==> config.mk <==
export PLATFORM = sky130hd
export DESIGN_NAME = word_stream_filter
export DESIGN_NICKNAME = d
export VERILOG_FILES = /design/src/sv/wsf_pkg.sv /design/src/sv/word_stream_filter.sv /design/src/sv/wsf_regs.sv /design/src/sv/wsf_word_check.sv
export SDC_FILE = /design/constraint.sdc
export NUM_CORES = 1
export LEC_CHECK = 0
export BUFFER_PORTS_ARGS = -buffer_cell sky130_fd_sc_hd__buf_4
export CAP_MARGIN = 5
export CORE_MARGIN = 3
export CORE_UTILIZATION = 35
export CTS_BUF_LIST = sky130_fd_sc_hd__clkbuf_16
export DETAILED_ROUTE_END_ITERATION = 8
export GPL_TIMING_DRIVEN = 0
export SYNTH_ARGS = -nofsm -noshare
export SYNTH_HDL_FRONTEND = slang
export SYNTH_HIERARCHICAL = 1
export SYNTH_SLANG_ARGS = --single-unit
==> constraint.sdc <==
create_clock -name clk -period 12.3 [get_ports clk]
set_input_delay 1.845 -clock clk [delete_from_list [all_inputs] [get_ports clk]]
set_output_delay 1.845 -clock clk [all_outputs]
set_load 0.005 [all_outputs]
==> src/sv/wsf_pkg.sv <==
// Shared types, constants and helpers for the word stream filter.
package wsf_pkg;

  localparam int WSF_SET_BYTES    = 8;
  localparam int WSF_MAX_WORD_LEN = 255;

  localparam int WSF_BYTE_W     = 8;
  localparam int WSF_LEN_W      = 9;
  localparam int WSF_OUT_DATA_W = 16;
  localparam int WSF_CFG_DATA_W = 64;
  localparam int WSF_CFG_ADDR_W = 6;
  localparam int WSF_REG_IDX_W  = 3;

  localparam logic [7:0] WSF_WILDCARD      = 8'h23;
  localparam logic [7:0] WSF_DEFAULT_DELIM = 8'h0A;

  localparam int WSF_EN_LENGTH  = 0;
  localparam int WSF_EN_COMPOSE = 1;

  typedef enum logic [WSF_REG_IDX_W-1:0] {
    REG_DELIMITER      = 3'd0,
    REG_FILTER_ENABLES = 3'd1,
    REG_LENGTH_TARGET  = 3'd2,
    REG_INCLUDE_SET    = 3'd3,
    REG_COMPOSE_SET    = 3'd4,
    REG_PATTERN_MASK   = 3'd5
  } reg_idx_t;

  typedef struct packed {
    logic [7:0]  delimiter;
    logic [1:0]  filter_enables;
    logic [7:0]  length_target;
    logic [63:0] include_set;
    logic [63:0] compose_set;
    logic [63:0] pattern_mask;
  } wsf_cfg_t;

  typedef struct packed {
    logic                 is_delim;
    logic                 word_pass;
    logic [WSF_LEN_W-1:0] word_length;
  } wsf_res_t;

  function automatic logic [7:0] wsf_slot(input logic [63:0] packed_w, input int k);
    return packed_w[8*k +: 8];
  endfunction

endpackage

==> src/sv/word_stream_filter.sv <==
// A delimiter passes the input register, then the result register, which drives out_*.
// Every byte passes the input register and the check logic; a new one enters as the last leaves.
// A delimiter waits in the input register only while the result register holds an untaken result.
// Reset (synchronous, rst_n low): configuration registers take their defaults, delimiter newline,
// the running word checks clear and both channels empty.
module word_stream_filter import wsf_pkg::*; #(
  parameter int SET_BYTES    = WSF_SET_BYTES,
  parameter int MAX_WORD_LEN = WSF_MAX_WORD_LEN
) (
  input  logic                      clk,
  input  logic                      rst_n,
  input  logic                      in_tvalid,
  output logic                      in_tready,
  input  logic [WSF_BYTE_W-1:0]     in_tdata,     // [7:0] data_byte
  output logic                      out_tvalid,
  input  logic                      out_tready,
  output logic [WSF_OUT_DATA_W-1:0] out_tdata,    // [8:0] word_length, [15:9] zero
  output logic                      out_tuser,    // [0] word_pass
  input  logic                      cfg_psel,
  input  logic                      cfg_penable,
  input  logic                      cfg_pwrite,
  input  logic [WSF_CFG_ADDR_W-1:0] cfg_paddr,
  input  logic [WSF_CFG_DATA_W-1:0] cfg_pwdata,
  output logic [WSF_CFG_DATA_W-1:0] cfg_prdata,
  output logic                      cfg_pready
);

  wsf_cfg_t cfg;
  wsf_res_t res;

  logic                  s1_valid_r, s1_valid_nxt;
  logic [WSF_BYTE_W-1:0] s1_byte_r;
  logic                  out_valid_r, out_valid_nxt;
  logic                  out_pass_r;
  logic [WSF_LEN_W-1:0]  out_len_r;
  logic                  out_free;
  logic                  s1_go;
  logic                  load_out;

  wsf_regs u_regs (
    .clk         (clk),
    .rst_n       (rst_n),
    .cfg_psel    (cfg_psel),
    .cfg_penable (cfg_penable),
    .cfg_pwrite  (cfg_pwrite),
    .cfg_paddr   (cfg_paddr),
    .cfg_pwdata  (cfg_pwdata),
    .cfg_prdata  (cfg_prdata),
    .cfg_pready  (cfg_pready),
    .cfg         (cfg)
  );

  wsf_word_check #(
    .SET_BYTES    (SET_BYTES),
    .MAX_WORD_LEN (MAX_WORD_LEN)
  ) u_check (
    .clk     (clk),
    .rst_n   (rst_n),
    .cfg     (cfg),
    .step    (s1_go),
    .byte_in (s1_byte_r),
    .res     (res)
  );

  assign out_free  = !out_valid_r || out_tready;
  assign s1_go     = s1_valid_r && (!res.is_delim || out_free);
  assign load_out  = s1_go && res.is_delim;
  assign in_tready = !s1_valid_r || s1_go;

  always_comb begin
    s1_valid_nxt = s1_valid_r;
    if (in_tready) begin
      s1_valid_nxt = in_tvalid;
    end
    out_valid_nxt = out_valid_r;
    if (load_out) begin
      out_valid_nxt = 1'b1;
    end else if (out_tready) begin
      out_valid_nxt = 1'b0;
    end
  end

  always_ff @(posedge clk) begin
    if (!rst_n) begin
      s1_valid_r  <= 1'b0;
      out_valid_r <= 1'b0;
    end else begin
      s1_valid_r  <= s1_valid_nxt;
      out_valid_r <= out_valid_nxt;
    end
  end

  always_ff @(posedge clk) begin
    if (in_tready && in_tvalid) begin
      s1_byte_r <= in_tdata;
    end
    if (load_out) begin
      out_pass_r <= res.word_pass;
      out_len_r  <= res.word_length;
    end
  end

  assign out_tvalid = out_valid_r;
  assign out_tdata  = WSF_OUT_DATA_W'(out_len_r);
  assign out_tuser  = out_pass_r;

endmodule

==> src/sv/wsf_regs.sv <==
// APB-style configuration register file for the word stream filter.
module wsf_regs import wsf_pkg::*; (
  input  logic                      clk,
  input  logic                      rst_n,
  input  logic                      cfg_psel,
  input  logic                      cfg_penable,
  input  logic                      cfg_pwrite,
  input  logic [WSF_CFG_ADDR_W-1:0] cfg_paddr,
  input  logic [WSF_CFG_DATA_W-1:0] cfg_pwdata,
  output logic [WSF_CFG_DATA_W-1:0] cfg_prdata,
  output logic                      cfg_pready,
  output wsf_cfg_t                  cfg
);

  wsf_cfg_t cfg_r;
  wsf_cfg_t cfg_nxt;
  reg_idx_t idx;
  logic     wr_en;

  assign idx        = reg_idx_t'(cfg_paddr[WSF_CFG_ADDR_W-1:3]);
  assign wr_en      = cfg_psel && cfg_penable && cfg_pwrite && cfg_pready;
  assign cfg_pready = 1'b1;
  assign cfg        = cfg_r;

  always_comb begin
    cfg_nxt = cfg_r;
    if (wr_en) begin
      case (idx)
        REG_DELIMITER:      cfg_nxt.delimiter      = cfg_pwdata[7:0];
        REG_FILTER_ENABLES: cfg_nxt.filter_enables = cfg_pwdata[1:0];
        REG_LENGTH_TARGET:  cfg_nxt.length_target  = cfg_pwdata[7:0];
        REG_INCLUDE_SET:    cfg_nxt.include_set    = cfg_pwdata;
        REG_COMPOSE_SET:    cfg_nxt.compose_set    = cfg_pwdata;
        REG_PATTERN_MASK:   cfg_nxt.pattern_mask   = cfg_pwdata;
        default: ;
      endcase
    end
  end

  always_comb begin
    case (idx)
      REG_DELIMITER:      cfg_prdata = WSF_CFG_DATA_W'(cfg_r.delimiter);
      REG_FILTER_ENABLES: cfg_prdata = WSF_CFG_DATA_W'(cfg_r.filter_enables);
      REG_LENGTH_TARGET:  cfg_prdata = WSF_CFG_DATA_W'(cfg_r.length_target);
      REG_INCLUDE_SET:    cfg_prdata = cfg_r.include_set;
      REG_COMPOSE_SET:    cfg_prdata = cfg_r.compose_set;
      REG_PATTERN_MASK:   cfg_prdata = cfg_r.pattern_mask;
      default:            cfg_prdata = '0;
    endcase
  end

  always_ff @(posedge clk) begin
    if (!rst_n) begin
      cfg_r.delimiter     <= WSF_DEFAULT_DELIM;
      cfg_r.filter_enables <= '0;
      cfg_r.length_target <= '0;
      cfg_r.include_set   <= '0;
      cfg_r.compose_set   <= '0;
      cfg_r.pattern_mask  <= '0;
    end else begin
      cfg_r <= cfg_nxt;
    end
  end

endmodule

==> src/sv/wsf_word_check.sv <==
// Per-word running checks and the verdict produced when the delimiter arrives.
module wsf_word_check import wsf_pkg::*; #(
  parameter int SET_BYTES    = WSF_SET_BYTES,
  parameter int MAX_WORD_LEN = WSF_MAX_WORD_LEN
) (
  input  logic                  clk,
  input  logic                  rst_n,
  input  wsf_cfg_t              cfg,
  input  logic                  step,
  input  logic [WSF_BYTE_W-1:0] byte_in,
  output wsf_res_t              res
);

  localparam int LW = $clog2(MAX_WORD_LEN + 2);
  localparam int PW = $clog2(SET_BYTES + 1);
  localparam int CW = (LW > 8) ? LW : 8;

  logic [LW-1:0]        len_r, len_nxt;
  logic [SET_BYTES-1:0] seen_r, seen_nxt;
  logic                 allowed_r, allowed_nxt;
  logic                 prefix_r, prefix_nxt;

  logic [PW-1:0]        plen;
  logic                 plen_run;
  logic [7:0]           pat_byte;
  logic [SET_BYTES-1:0] req_used;
  logic [SET_BYTES-1:0] req_hit;
  logic                 any_allowed;
  logic                 in_pattern;
  logic                 len_sat;
  logic                 is_delim;
  logic                 len_bad, req_bad, set_bad, pat_bad;

  // Pattern length is the number of nonzero slots before the first zero.
  always_comb begin
    plen     = '0;
    plen_run = 1'b1;
    pat_byte = '0;
    for (int k = 0; k < SET_BYTES; k++) begin
      if (plen_run && wsf_slot(cfg.pattern_mask, k) != 8'd0) begin
        plen = plen + PW'(1);
      end else begin
        plen_run = 1'b0;
      end
      if (len_r == LW'(k)) begin
        pat_byte = wsf_slot(cfg.pattern_mask, k);
      end
    end
  end

  always_comb begin
    any_allowed = 1'b0;
    for (int k = 0; k < SET_BYTES; k++) begin
      req_used[k] = wsf_slot(cfg.include_set, k) != 8'd0;
      req_hit[k]  = req_used[k] && (wsf_slot(cfg.include_set, k) == byte_in);
      if (wsf_slot(cfg.compose_set, k) != 8'd0 && wsf_slot(cfg.compose_set, k) == byte_in) begin
        any_allowed = 1'b1;
      end
    end
  end

  assign in_pattern = {{PW{1'b0}}, len_r} < {{LW{1'b0}}, plen};
  assign len_sat    = len_r > LW'(MAX_WORD_LEN);
  assign is_delim   = byte_in == cfg.delimiter;

  assign len_bad = cfg.filter_enables[WSF_EN_LENGTH] &&
                   (len_sat || CW'(len_r) != CW'(cfg.length_target));
  assign req_bad = |(req_used & ~seen_r);
  assign set_bad = cfg.filter_enables[WSF_EN_COMPOSE] && !allowed_r;
  assign pat_bad = !prefix_r || in_pattern;

  assign res.is_delim    = is_delim;
  assign res.word_pass   = !(len_bad || req_bad || set_bad || pat_bad);
  assign res.word_length = WSF_LEN_W'(len_r);

  always_comb begin
    len_nxt     = len_r;
    seen_nxt    = seen_r;
    allowed_nxt = allowed_r;
    prefix_nxt  = prefix_r;
    if (step) begin
      if (is_delim) begin
        len_nxt     = '0;
        seen_nxt    = '0;
        allowed_nxt = 1'b1;
        prefix_nxt  = 1'b1;
      end else begin
        seen_nxt    = seen_r | req_hit;
        allowed_nxt = allowed_r && any_allowed;
        if (in_pattern && pat_byte != WSF_WILDCARD && pat_byte != byte_in) begin
          prefix_nxt = 1'b0;
        end
        if (!len_sat) begin
          len_nxt = len_r + LW'(1);
        end
      end
    end
  end

  always_ff @(posedge clk) begin
    if (!rst_n) begin
      len_r     <= '0;
      seen_r    <= '0;
      allowed_r <= 1'b1;
      prefix_r  <= 1'b1;
    end else begin
      len_r     <= len_nxt;
      seen_r    <= seen_nxt;
      allowed_r <= allowed_nxt;
      prefix_r  <= prefix_nxt;
    end
  end

endmodule

# Word level (Yosys, flattened, before mapping)
# Index checks and enable logic that the tools add are counted.
dict set report word_totals {
  ramBits 0
  register_bits 249
  output_inout_bits 84
  rom_bits 0
  memories 0
  in_bits 85
  latchBits 0
}
dict set report op_classes {
  n_mux 40
  bitwise_logic 3
  eq_ne 33
  mul 0
  div_mod_pow 0
  n_reduce_logical 84
  n_addsub 8
  shifts 0
  magnitude_cmp 2
}
# cell count
set op_table {}
lappend op_table {{64-bit one-hot mux with 6 select lines} 1}
lappend op_table {{8-bit nonzero test} 24}
lappend op_table {{8-bit == test} 17}
lappend op_table {{8-bit two-way mux} 9}
lappend op_table {{9-bit by 3-bit == test with 1-bit output (second input constant)} 4}
lappend op_table {{1-bit logical AND} 33}
lappend op_table {{4-bit by 1-bit adder with 4-bit output (second input constant)} 7}
lappend op_table {{4-bit two-way mux} 7}
lappend op_table {{1-bit two-way mux} 21}
lappend op_table {{9-bit by 2-bit == test with 1-bit output (second input constant)} 2}
lappend op_table {{9-bit two-way mux} 2}
lappend op_table {{2-bit AND reduction} 8}
lappend op_table {{9-bit by 1-bit adder with 9-bit output (second input constant)} 1}
lappend op_table {{9-bit by 1-bit == test with 1-bit output (second input constant)} 1}
lappend op_table {{9-bit by 8-bit greater-than comparator with 1-bit output (second input constant)} 1}
lappend op_table {{9-bit zero test} 1}
lappend op_table {{9-bit by 4-bit < comparator with 1-bit output} 1}
lappend op_table {{9-bit by 8-bit != test with 1-bit output} 1}
lappend op_table {{8-bit AND} 1}
lappend op_table {{1-bit logical OR} 8}
lappend op_table {{8-bit by 6-bit != test with 1-bit output (second input constant)} 1}
lappend op_table {{8-bit != test} 1}
lappend op_table {{8-bit inverter} 1}
lappend op_table {{8-bit bitwise OR} 1}
lappend op_table {{other kinds (8)} 16}

# Depth between registers and ports, before layout
# Gate-level depths: netlist of the first run.
dict set report logic_depth {
  ltp_word 21
  mapped_depth 28
  ltp_nobuf 28
}

# By module
# The synthesis of the first run kept the hierarchy.
# module seq_area_each_um2 n_inst cells_per_inst area_per_inst_um2
set modules_own_cells {}
lappend modules_own_cells {wsf_regs 4204.0 1 937 9198.8}
lappend modules_own_cells {wsf_word_check 380.4 1 587 4201.5}
lappend modules_own_cells {word_stream_filter 580.6 1 38 714.4}

# Worst setup path after synthesis of the first run
# Ideal clock, no wire load.
dict set report synth_timing {
  kind {reg2reg}
  startpoint {register u_regs.cfg_r (netlist bit u_regs/cfg[4])}
  endpoint {register out_pass_r, in the netlist out_tuser (data pin)}
  setup_slack_ns 7.128
  path_stages_with_launch 27
  synth_period_minus_slack_ns 5.172
  arrival_time_ns 4.884
  path_buffers 0
  required_ns 12.011
  path_cell_list {dfxtp_1 -> or4_1 -> o21ai_2 -> inv_1 -> ha_1 -> nor2_1 -> nor2_1 -> ha_1 -> inv_1 -> a21oi_1 -> a311oi_1 -> nor2_1 -> ha_1 -> inv_1 -> a21oi_1 -> ha_1 -> a21oi_1 -> a21oi_1 -> ha_1 -> nand2_1 -> xnor2_1 -> nand2_1 -> xnor2_1 -> ha_1 -> a21o_1 -> a2111oi_0 -> a221oi_1}
}
# item line
set synth_rtl {}
lappend synth_rtl {{start, declared} wsf_regs.sv:15} ;# wsf_cfg_t cfg_r;
lappend synth_rtl {{start signal, assigned} wsf_regs.sv:61} ;# cfg_r <= cfg_nxt;
lappend synth_rtl {{end signal, assigned} word_stream_filter.sv:98} ;# out_pass_r <= res.word_pass;
lappend synth_rtl {{end, declared} word_stream_filter.sv:34} ;# logic out_pass_r;

==> metrics.txt, run 1 <==
final antenna-violating net count 0; final setup fails 0; core area 0.0393 mm^2; CTS Root Cell clkbuf_16; internal power 1.42 mW; Setup Buffers After CTS 0; switching fraction of total power 27.4%; worst reg-to-reg path cell count 25; Tmin final between 6 and 7 ns; final core utilization 43.1%; CP max FO 4; EDFF count, synth 18; synthesized area 0.0141 mm^2; CP dominant cell by count ha_1; WL final roughly 58 mm; initial antenna violation count 0; top_reg_cell synth dfxtp_1; power share of the clock group between 40% and 50%; Syn Inst Count approximately 1600; Clock transition at path regs 0.06 ns; Critical Path RT 12.56 ns; max_cap viols 0; maximum clock path buffer count 3; Initial Util between 30% and 40%; synthesis-stage register bit count 249; CP max stage cell nor4_1; total clock sinks 249; Core Rows 72; worst clock skew 0.0245 ns; Max Clk Rate 161 MHz; Critical Path End Type flip-flop; die height about 210 um; RSZ-0062 raised after global routing false; Final Net Count about 1900; WP buf/inv 2; Crit path max-delay family compound AO/OA/AOI/OAI gates; via count 13000; status completed; slew margin rel. between 10 and 15%; Chip Width 207 um; synth warn 6; worst-skew pair later-pin latency 0.59 ns; Fill cells between 3000 and 4000; drt first-iter violations ~1100; syn avg cell area 9.04 um^2; Least-Margin Pin Slew 1.28 ns; Post-route DRC 0; Final period util 50.5%; Final Hold Fails 0; Slew Viols, Final 0; DRT Pass-1 Iters 7; most frequent cells in the layout 333 x nand2_1, 275 x mux2i_1, 231 x dfxtp_1; count of distinct cell types in the synthesized netlist 73; GP Congestion between 0.9 and 1; drt wl/cell 25.2 um; most common cell after layout, fill and taps aside nand2_1; switching component of the power 535 uW; worst endpoint data arrival time 6.47 ns; cts hold-fix bufs 0; kind of critical path reg2reg; post-cts resize count 0; vias in the first global route 12600; die area 0.0428 mm^2; logic gate share of total power 11.9%; Overflow after GRT 0; # diodes 0; Setup TNS 0 ns; first-pass GRT wire length roughly 83 mm; Startpoint Class flip-flop; port bufs 156; fraction of registers with async set/reset 0%; Seq/Total Area, Yosys 36.6%; CTS H-Tree Depth 1; Peak VDD IR about 0.11 mV; Hold Path Class reg2reg; cell area power density roughly 120 mW/mm^2; vias per cell 5.67; post-detail-place hpwl 42.7 mm; Layout Area Growth over Synthesis 19.9%; CP peak stage delay 0.72 ns; share of cells above drive strength 1 16.1%; CTS Buf Count 29; Hold Crit Depth 1; Critical Path Stages 25; largest net degree at the start of global routing 16; GRT Util Overall 26.3%; # IOs roughly 170; Lkg Pwr 6.41 nW; CTS tree built; register share of total power a little over two fifths
layer usage:
metal | track usage (%) | vias to the layer above | routed length, um
met4 | 10.3 | 0 | 2790
met3 | 3.54 | 146 | 4260
met1 | 36.0 | 6342 | 24900
met2 | 42.1 | 630 | 25900
li1 | - | 5901 | -
met5 | 0 | - | 0
power by group through the flow:
| stage | clock [mW] | sequential, mW | combinational [mW] |
|---|---|---|---|
| global route | 0.929 | 0.834 | 0.242 |
| floorplan | 0 | 0.847 | 0.131 |
| detailed placement | 0 | 0.851 | 0.226 |
| finish | 0.887 | 0.833 | 0.233 |
| CTS | 0.899 | 0.833 | 0.227 |
| global placement | 0 | 0.851 | 0.224 |
final timing paths:
path                           from           endpoint  slack [ns]
setup / recovery     u_regs/cfg[20]          out_tuser        6.09
setup reg to reg     u_regs/cfg[20]          out_tuser        6.09
hold reg to reg   u_check/allowed_r  u_check/allowed_r        0.47
hold / removal    u_check/allowed_r  u_check/allowed_r        0.47
stage by stage:
step,instance area [um^2],instances,setup WS [ns],power [mW],hold WS [ns]
floorplan,14100,1568,7.13,0.978,0.427
global route,16900,2296,5.65,2.01,0.480
CTS,16900,2296,6.23,1.96,0.464
finish,16900,2296,6.09,1.95,0.465
detailed placement,16000,2242,6.26,1.08,0.450
global placement,16000,2242,6.34,1.07,0.442
layout make-up:
cell class                 instances  area, um^2  area share, %
clock buffer                      29         726           4.29
sequential                       249        5160           30.5
tap                              518         648           3.83
buffer                           115         643           3.80
multi-input combinational       1176        8220           48.6
clock inverter                    25         245           1.45
timing repair buffer             156        1170           6.92
inverter                          28         105          0.621
registers in the layout, indices dropped and copies added, names as in the netlist:
signal / count
u_check/prefix_r: 1
u_regs/cfg: 210
u_check/len_r: 9
out_tuser: 1
u_check/allowed_r: 1
out_len_r: 9
s1_byte_r: 8
u_check/seen_r: 8
out_tvalid: 1
s1_valid_r: 1
cell usage after synthesis, types with 4 or more instances:
library cell | count | share of area (%)
nand2_1 | 333 | 8.9
buf_6 | 6 | 0.48
nor2_1 | 47 | 1.2
a211oi_1 | 6 | 0.32
o21a_1 | 4 | 0.21
or3_1 | 4 | 0.18
a221oi_1 | 5 | 0.31
or4_1 | 6 | 0.32
o221ai_1 | 7 | 0.43
a32oi_1 | 4 | 0.25
nor2b_1 | 6 | 0.27
inv_1 | 28 | 0.74
nand3_1 | 11 | 0.39
xnor2_1 | 86 | 5.3
ha_1 | 13 | 1.2
mux2i_1 | 275 | 20
a2111oi_0 | 5 | 0.31
nand2b_1 | 5 | 0.22
buf_2 | 21 | 0.74
o31ai_1 | 4 | 0.21
a21oi_1 | 32 | 1.1
o2bb2ai_1 | 56 | 3.5
clkbuf_1 | 44 | 1.2
xor2_1 | 69 | 4.3
dfxtp_1 | 231 | 33
buf_1 | 8 | 0.21
o21ai_0 | 16 | 0.57
a41oi_1 | 8 | 0.50
nand4_1 | 20 | 0.89
nor4_1 | 53 | 2.3
edfxtp_1 | 18 | 3.8
buf_4 | 34 | 1.8
o211ai_1 | 13 | 0.69
a22oi_1 | 9 | 0.48
nor3_1 | 15 | 0.53
and2_1 | 4 | 0.18
cells by family (layout without fill, tap and decap cells):
family                     after synthesis  in the layout  share of synthesized area, %
muxes                                  277            277                          19.7
other                                    2              8                        0.0532
DFF                                    249            249                          36.6
buffers and inverters                  143            353                          5.30
xor gates and xnor gates               155            155                          9.62
and+or+nand+nor                        522            522                          16.8
adders and majority gates               13             13                          1.15
AOI/OAI and AO/OA                      201            201                          10.8
Power figures use the tool's default switching activity.
==> inputs of run 2 (changes only) <==
==> constraint.sdc (replaced) <==
create_clock -name clk -period 5.1 [get_ports clk]
set_input_delay 0.765 -clock clk [delete_from_list [all_inputs] [get_ports clk]]
set_output_delay 0.765 -clock clk [all_outputs]
set_load 0.005 [all_outputs]
==> run 2 against run 1 <==
- power rose by 130%
- global-route usage up 0.17 points
- register-to-register slack got worse by 6.0 ns
- critical path type unchanged
==> metrics.txt, run 2 (synthesized netlist as in run 1, its figures left out) <==
slew margin rel. 16.1% (was 14.8%); final core utilization 43.4% (was 43.1%); Initial Util 35.9% (unchanged); Critical Path End Type flip-flop (unchanged); Tmin final 5.05 ns (was 6.21 ns); CTS Buf Count 27 (was 29); total clock sinks 249 (unchanged); # IOs 169 (unchanged); first-pass GRT wire length 84.4 mm (was 83.4 mm); Chip Width 207 um (unchanged); Clock transition at path regs 0.07 ns (was 0.06 ns); largest net degree at the start of global routing 15 (was 16); Slew Viols, Final 0 (unchanged); max_cap viols 0 (unchanged); pre-CTS setup slack -0.692 ns (was 6.26 ns); die area 0.0428 mm^2 (unchanged); PnR worst setup slack 0.0460 ns (was 6.09 ns); Lkg Pwr 6.42 nW (was 6.41 nW); Overflow after GRT 0 (unchanged); core area 0.0393 mm^2 (unchanged); share of cells above drive strength 1 17.9% (was 16.1%); via count 13100 (was 13000); WP buf/inv 3 (was 2); Peak VDD IR 0.244 mV (was 0.106 mV); kind of critical path reg2reg (unchanged); logic gate share of total power 12.9% (was 11.9%); port bufs 156 (unchanged); drt wl/cell 25.1 um (was 25.2 um); CTS tree built (unchanged); power share of the clock group 41.9% (was 45.4%); CP dominant cell by count a21oi_2 (was ha_1); internal power 3.20 mW (was 1.42 mW); status completed (unchanged); worst-skew pair later-pin latency 0.57 ns (was 0.59 ns); post-detail-place hpwl 42.9 mm (was 42.7 mm); GP Congestion 0.993 (was 0.974); Layout Area Growth over Synthesis 20.8% (was 19.9%); Core Rows 72 (unchanged); worst endpoint data arrival time 5.50 ns (was 6.47 ns); Final Net Count 1861 (was 1853); vias per cell 5.68 (was 5.67); Least-Margin Pin Slew 1.26 ns (was 1.28 ns); tightest hold margin 0.374 ns (was 0.465 ns); Post-route DRC 0 (unchanged); # diodes 0 (unchanged); cts hold-fix bufs 0 (unchanged); Max Clk Rate 198 MHz (was 161 MHz); die height 207 um (unchanged); register share of total power 45.2% (was 42.7%); WL final 57.9 mm (about the same); switching component of the power 1.25 mW (was 535 uW); DRT Pass-1 Iters 5 (was 7); cell area power density 261 mW/mm^2 (was 115 mW/mm^2); drt first-iter violations 1203 (was 1096); Hold Path Class in2reg (was reg2reg); initial antenna violation count 0 (unchanged); Startpoint Class flip-flop (unchanged); most frequent cells in the layout 332 x nand2_1, 275 x mux2i_1, 225 x dfxtp_1 (was 333 x nand2_1, 275 x mux2i_1, 231 x dfxtp_1); worst clock skew 0.0108 ns (was 0.0245 ns); Post-Layout Cell Count 2302 (was 2296); CTS H-Tree Depth 1 (unchanged); Final Hold Fails 0 (unchanged); post-layout total power 4.45 mW (was 1.95 mW); final setup fails 0 (unchanged); GRT Util Overall 26.4% (was 26.3%); max FFs per register 210 (unchanged); Final period util 99.1% (was 50.5%); CP max FO 3 (was 4); most common cell after layout, fill and taps aside nand2_1 (unchanged); CP max stage cell or4_4 (was nor4_1); Critical Path RT 5.55 ns (was 12.56 ns); switching fraction of total power 28.1% (was 27.4%); Crit path max-delay family compound AO/OA/AOI/OAI gates (unchanged); maximum clock path buffer count 3 (unchanged); CP peak stage delay 0.57 ns (was 0.72 ns); vias in the first global route 12800 (was 12600); RSZ-0062 raised after global routing true (was false); placed insts 2242 (unchanged); CTS Root Cell clkbuf_16 (unchanged); final antenna-violating net count 0 (unchanged)
## run 2: layout make-up
| class | count | area [um^2] |
|---|---|---|
| fillers | 3937 | 22200 |
| multi-input cells | 1176 | 8410 |
| flip-flops and latches | 249 | 5180 |
| repair buffers | 166 | 1250 |
| clock buffers | 27 | 676 |
| well taps | 518 | 648 |
| plain buffers | 115 | 643 |
| clock inverters | 23 | 141 |
| inverters | 28 | 108 |
## run 2: worst paths after layout
kind         slack (ns)  cells past startpoint               end     startpoint
max                0.05                     27  u_check/prefix_r  u_regs/cfg[5]
min                0.37                      1      s1_byte_r[1]    in_tdata[1]
max reg2reg        0.05                     27  u_check/prefix_r  u_regs/cfg[5]
min reg2reg        0.48                      2     u_regs/cfg[3]  u_regs/cfg[3]
## run 2: what timing repair did
action | 4_1_cts | 5_1_grt
buffers inserted | 7 | 3
resized for setup | 26 | 18
pin swaps | 10 | 2
setup endpoints to repair | 2 | 2
## run 2: metal layers
| layer | wire, um | vias to the layer above | track usage, % |
|---|---|---|---|
| met4 | 2480 | 0 | 9.82 |
| met1 | 24800 | 6410 | 36.0 |
| met2 | 26200 | 617 | 42.4 |
| met3 | 4400 | 133 | 4.33 |
| met5 | 0 | - | 0 |
| li1 | - | 5909 | - |
## run 2: power by group through the flow
stage | logic (mW) | registers (mW) | clock network (mW)
2_1_floorplan | 0.316 | 2.04 | 0
3_3_place_gp | 0.542 | 2.05 | 0
3_5_place_dp | 0.545 | 2.05 | 0
4_1_cts | 0.556 | 2.01 | 1.88
5_1_grt | 0.600 | 2.01 | 1.95
6_report | 0.574 | 2.01 | 1.86
## run 2: metrics by stage
stage          area [um^2]  TNS, ns
2_1_floorplan        14100        0
3_5_place_dp         16000    -1.34
6_report             17000        0
4_1_cts              16900        0
5_1_grt              17000   -0.343
3_3_place_gp         16000    -1.11
==> inputs of run 3 (changes only) <==
==> constraint.sdc (replaced) <==
create_clock -name clk -period 5.03 [get_ports clk]
set_input_delay 0.7545 -clock clk [delete_from_list [all_inputs] [get_ports clk]]
set_output_delay 0.7545 -clock clk [all_outputs]
set_load 0.005 [all_outputs]
==> run 3 against run 2 <==
- the flow now finishes with violations (negative setup slack)
- clock skew is 0.016 ns higher
- hold slack lost 0.023 ns
- final cell count decreased by 0.13%
- non-clock buffer count down 2
- first-iteration DRC count is 4.7% lower
- largest cell class unchanged
- highest routed layer is now met5
==> metrics.txt, run 3 (synthesized netlist as in run 1, its figures left out) <==
Hold Crit Depth 1 (unchanged); CTS H-Tree Depth 1 (unchanged); failing checks negative setup slack; via count 13000 (was 13100); core area 0.0393 mm^2 (unchanged); Overflow after GRT 0 (unchanged); Critical Path RT 5.32 ns (was 5.55 ns); FF/Latch Area 0.00517 mm^2 (was 0.00518 mm^2); total clock sinks 249 (unchanged); largest net degree at the start of global routing 15 (unchanged); vias in the first global route 12600 (was 12800); # diodes 0 (unchanged); Clock transition at path regs 0.06 ns (was 0.07 ns); Final period util 103% (was 99.1%); switching component of the power 1.23 mW (was 1.25 mW); post-detail-place hpwl 42.8 mm (was 42.9 mm); Slew Viols, Final 0 (unchanged); # IOs 169 (unchanged); RSZ-0062 raised after global routing true (unchanged); placed insts 2242 (unchanged); CTS tree built (unchanged); Least-Margin Pin Slew 1.22 ns (was 1.26 ns); most common cell after layout, fill and taps aside nand2_1 (unchanged); drt first-iter violations 1146 (was 1203); slew margin rel. 18.7% (was 16.1%); worst setup path start u_regs/cfg[6] (was u_regs/cfg[5]); max_cap viols 0 (unchanged); final antenna-violating net count 0 (unchanged); Post-route DRC 0 (unchanged); cell area power density 268 mW/mm^2 (was 261 mW/mm^2); Chip Width 207 um (unchanged); Crit path max-delay family adder cells (was compound AO/OA/AOI/OAI gates); switching fraction of total power 27.1% (was 28.1%); PnR worst setup slack -0.159 ns (was 0.0460 ns); worst reg-to-reg path cell count 26 (was 27); Final Net Count 1860 (was 1861); routing usage on met3 4.30% (was 4.33%); share of cells above drive strength 1 17.2% (was 17.9%); area of the multi-input gates 0.00834 mm^2 (was 0.00841 mm^2); worst r2r src u_regs/cfg[6] (was u_regs/cfg[5]); drt wl/cell 25.0 um (was 25.1 um); die area 0.0428 mm^2 (unchanged); max FFs per register 210 (unchanged); CP peak stage delay 0.57 ns (about the same); r2r setup slk -0.16 ns (was 0.05 ns); Layout Area Growth over Synthesis 20.4% (was 20.8%); Hold Path Class in2reg (unchanged); kind of critical path reg2reg (unchanged); CP max stage cell or4_4 (unchanged); first-pass GRT wire length 82.3 mm (was 84.4 mm); Hold Startpoint in_tdata[0] (was in_tdata[1]); Final Hold Fails 0 (unchanged); worst clock skew 0.0267 ns (was 0.0108 ns); Initial Util 35.9% (unchanged); worst r2r dst out_tuser (was u_check/prefix_r); final core utilization 43.3% (was 43.4%); Peak VDD IR 0.257 mV (was 0.244 mV); Setup TNS -0.313 ns (was 0 ns); register share of total power 44.8% (was 45.2%); Tmin final 5.19 ns (was 5.05 ns); initial antenna violation count 1 (was 0); post-layout total power 4.55 mW (was 4.45 mW); Critical Path End Type flip-flop (unchanged); GRT Util Overall 26.0% (was 26.4%); Core Rows 72 (unchanged); internal power 3.32 mW (was 3.20 mW); most frequent cells in the layout 332 x nand2_1, 275 x mux2i_1, 227 x dfxtp_1 (was 332 x nand2_1, 275 x mux2i_1, 225 x dfxtp_1); worst hold endpoint s1_byte_r[0] (was s1_byte_r[1]); final setup fails 2 (was 0); worst endpoint data arrival time 5.48 ns (was 5.50 ns); DRT Pass-1 Iters 6 (was 5); worst-skew pair later-pin latency 0.57 ns (about the same); GR Util met2 41.6% (was 42.4%); WP buf/inv 3 (unchanged); CP max FO 3 (unchanged); status complete, but fails checks (was completed); vias per cell 5.66 (was 5.68); Startpoint Class flip-flop (unchanged); grt peak-use layer met2 (unchanged); power share of the clock group 42.6% (was 41.9%); GR met1 Demand/Resource 34.9% (was 36.0%); Max Clk Rate 193 MHz (was 198 MHz); GP Congestion 0.963 (was 0.993); cts hold-fix bufs 0 (unchanged); CTS Root Cell clkbuf_16 (unchanged); Lkg Pwr 6.41 nW (was 6.42 nW); CTS Buf Count 28 (was 27); logic gate share of total power 12.6% (was 12.9%); Post-Layout Cell Count 2299 (was 2302); port bufs 156 (unchanged); maximum clock path buffer count 3 (unchanged); Fill cells 3955 (was 3937); WL final 57.5 mm (was 57.9 mm); die height 207 um (unchanged)
-- run 3: timing repair --
action                     4_1_cts  5_1_grt
gates resized for setup         26        2
buffers inserted                 8        0
pin swaps                       11        0
setup endpoints to repair        2        2
cloned                           0        0
-- run 3: worst max path at each step --
stage / slack [ns] / cells past startpoint / end
after floorplan: 0.0004 / 27 / u_check/prefix_r
after global placement: -0.65 / 26 / out_tuser
after detailed placement: -0.70 / 26 / out_tuser
after CTS: -0.07 / 27 / u_check/prefix_r
after global routing: -0.39 / 27 / u_check/prefix_r
final: -0.16 / 26 / out_tuser
-- run 3: layout make-up --
class                           instances  area share, %
Inverter                               28          0.619
Clock inverter                         21          0.876
Clock buffer                           28           4.12
Timing Repair Buffer                  164           7.25
Tap cell                              518           3.81
Buffer                                115           3.79
Multi-Input combinational cell       1176           49.1
Sequential cell                       249           30.4
-- run 3: routing by layer --
layer	wire, um	share of wire [%]	vias to the layer above
li1	-	-	5904
met1	24300	42	6334
met2	26100	45	631
met3	4590	8.0	143
met4	2470	4.3	2
met5	20	0.035	-
-- run 3: power groups by stage --
stage | clock [mW] | combinational (mW) | sequential [mW]
global route | 2.04 | 0.598 | 2.04
detailed placement | 0 | 0.548 | 2.08
finish | 1.94 | 0.573 | 2.04
floorplan | 0 | 0.320 | 2.07
CTS | 1.97 | 0.559 | 2.04
global placement | 0 | 0.545 | 2.08
-- run 3: worst register-to-register path, cell delays in order (launching register included) --
cell	delay (ns)
dfxtp_4	0.35
or4_4	0.57
o21ai_4	0.19
inv_2	0.06
ha_4	0.24
nor2_2	0.10
nor2_1	0.05
ha_1	0.30
inv_2	0.09
a21oi_2	0.03
a311oi_1	0.24
nor2_1	0.07
ha_1	0.29
inv_2	0.07
a21oi_2	0.05
ha_1	0.32
a21oi_2	0.14
a21oi_2	0.08
ha_2	0.20
nand2_2	0.05
xnor2_1	0.12
nand2_1	0.08
xnor2_1	0.16
ha_1	0.29
a21o_1	0.19
a2111oi_4	0.43
a221oi_2	0.15
-- run 3: metrics by stage --
stage | hold WS, ns | cell area, um^2 | worst slack (ns)
floorplan | 0.427 | 14100 | 0.000389
global placement | 0.454 | 16000 | -0.651
detailed placement | 0.466 | 16000 | -0.701
CTS | 0.335 | 17000 | -0.0663
global route | 0.334 | 17000 | -0.391
finish | 0.351 | 17000 | -0.159
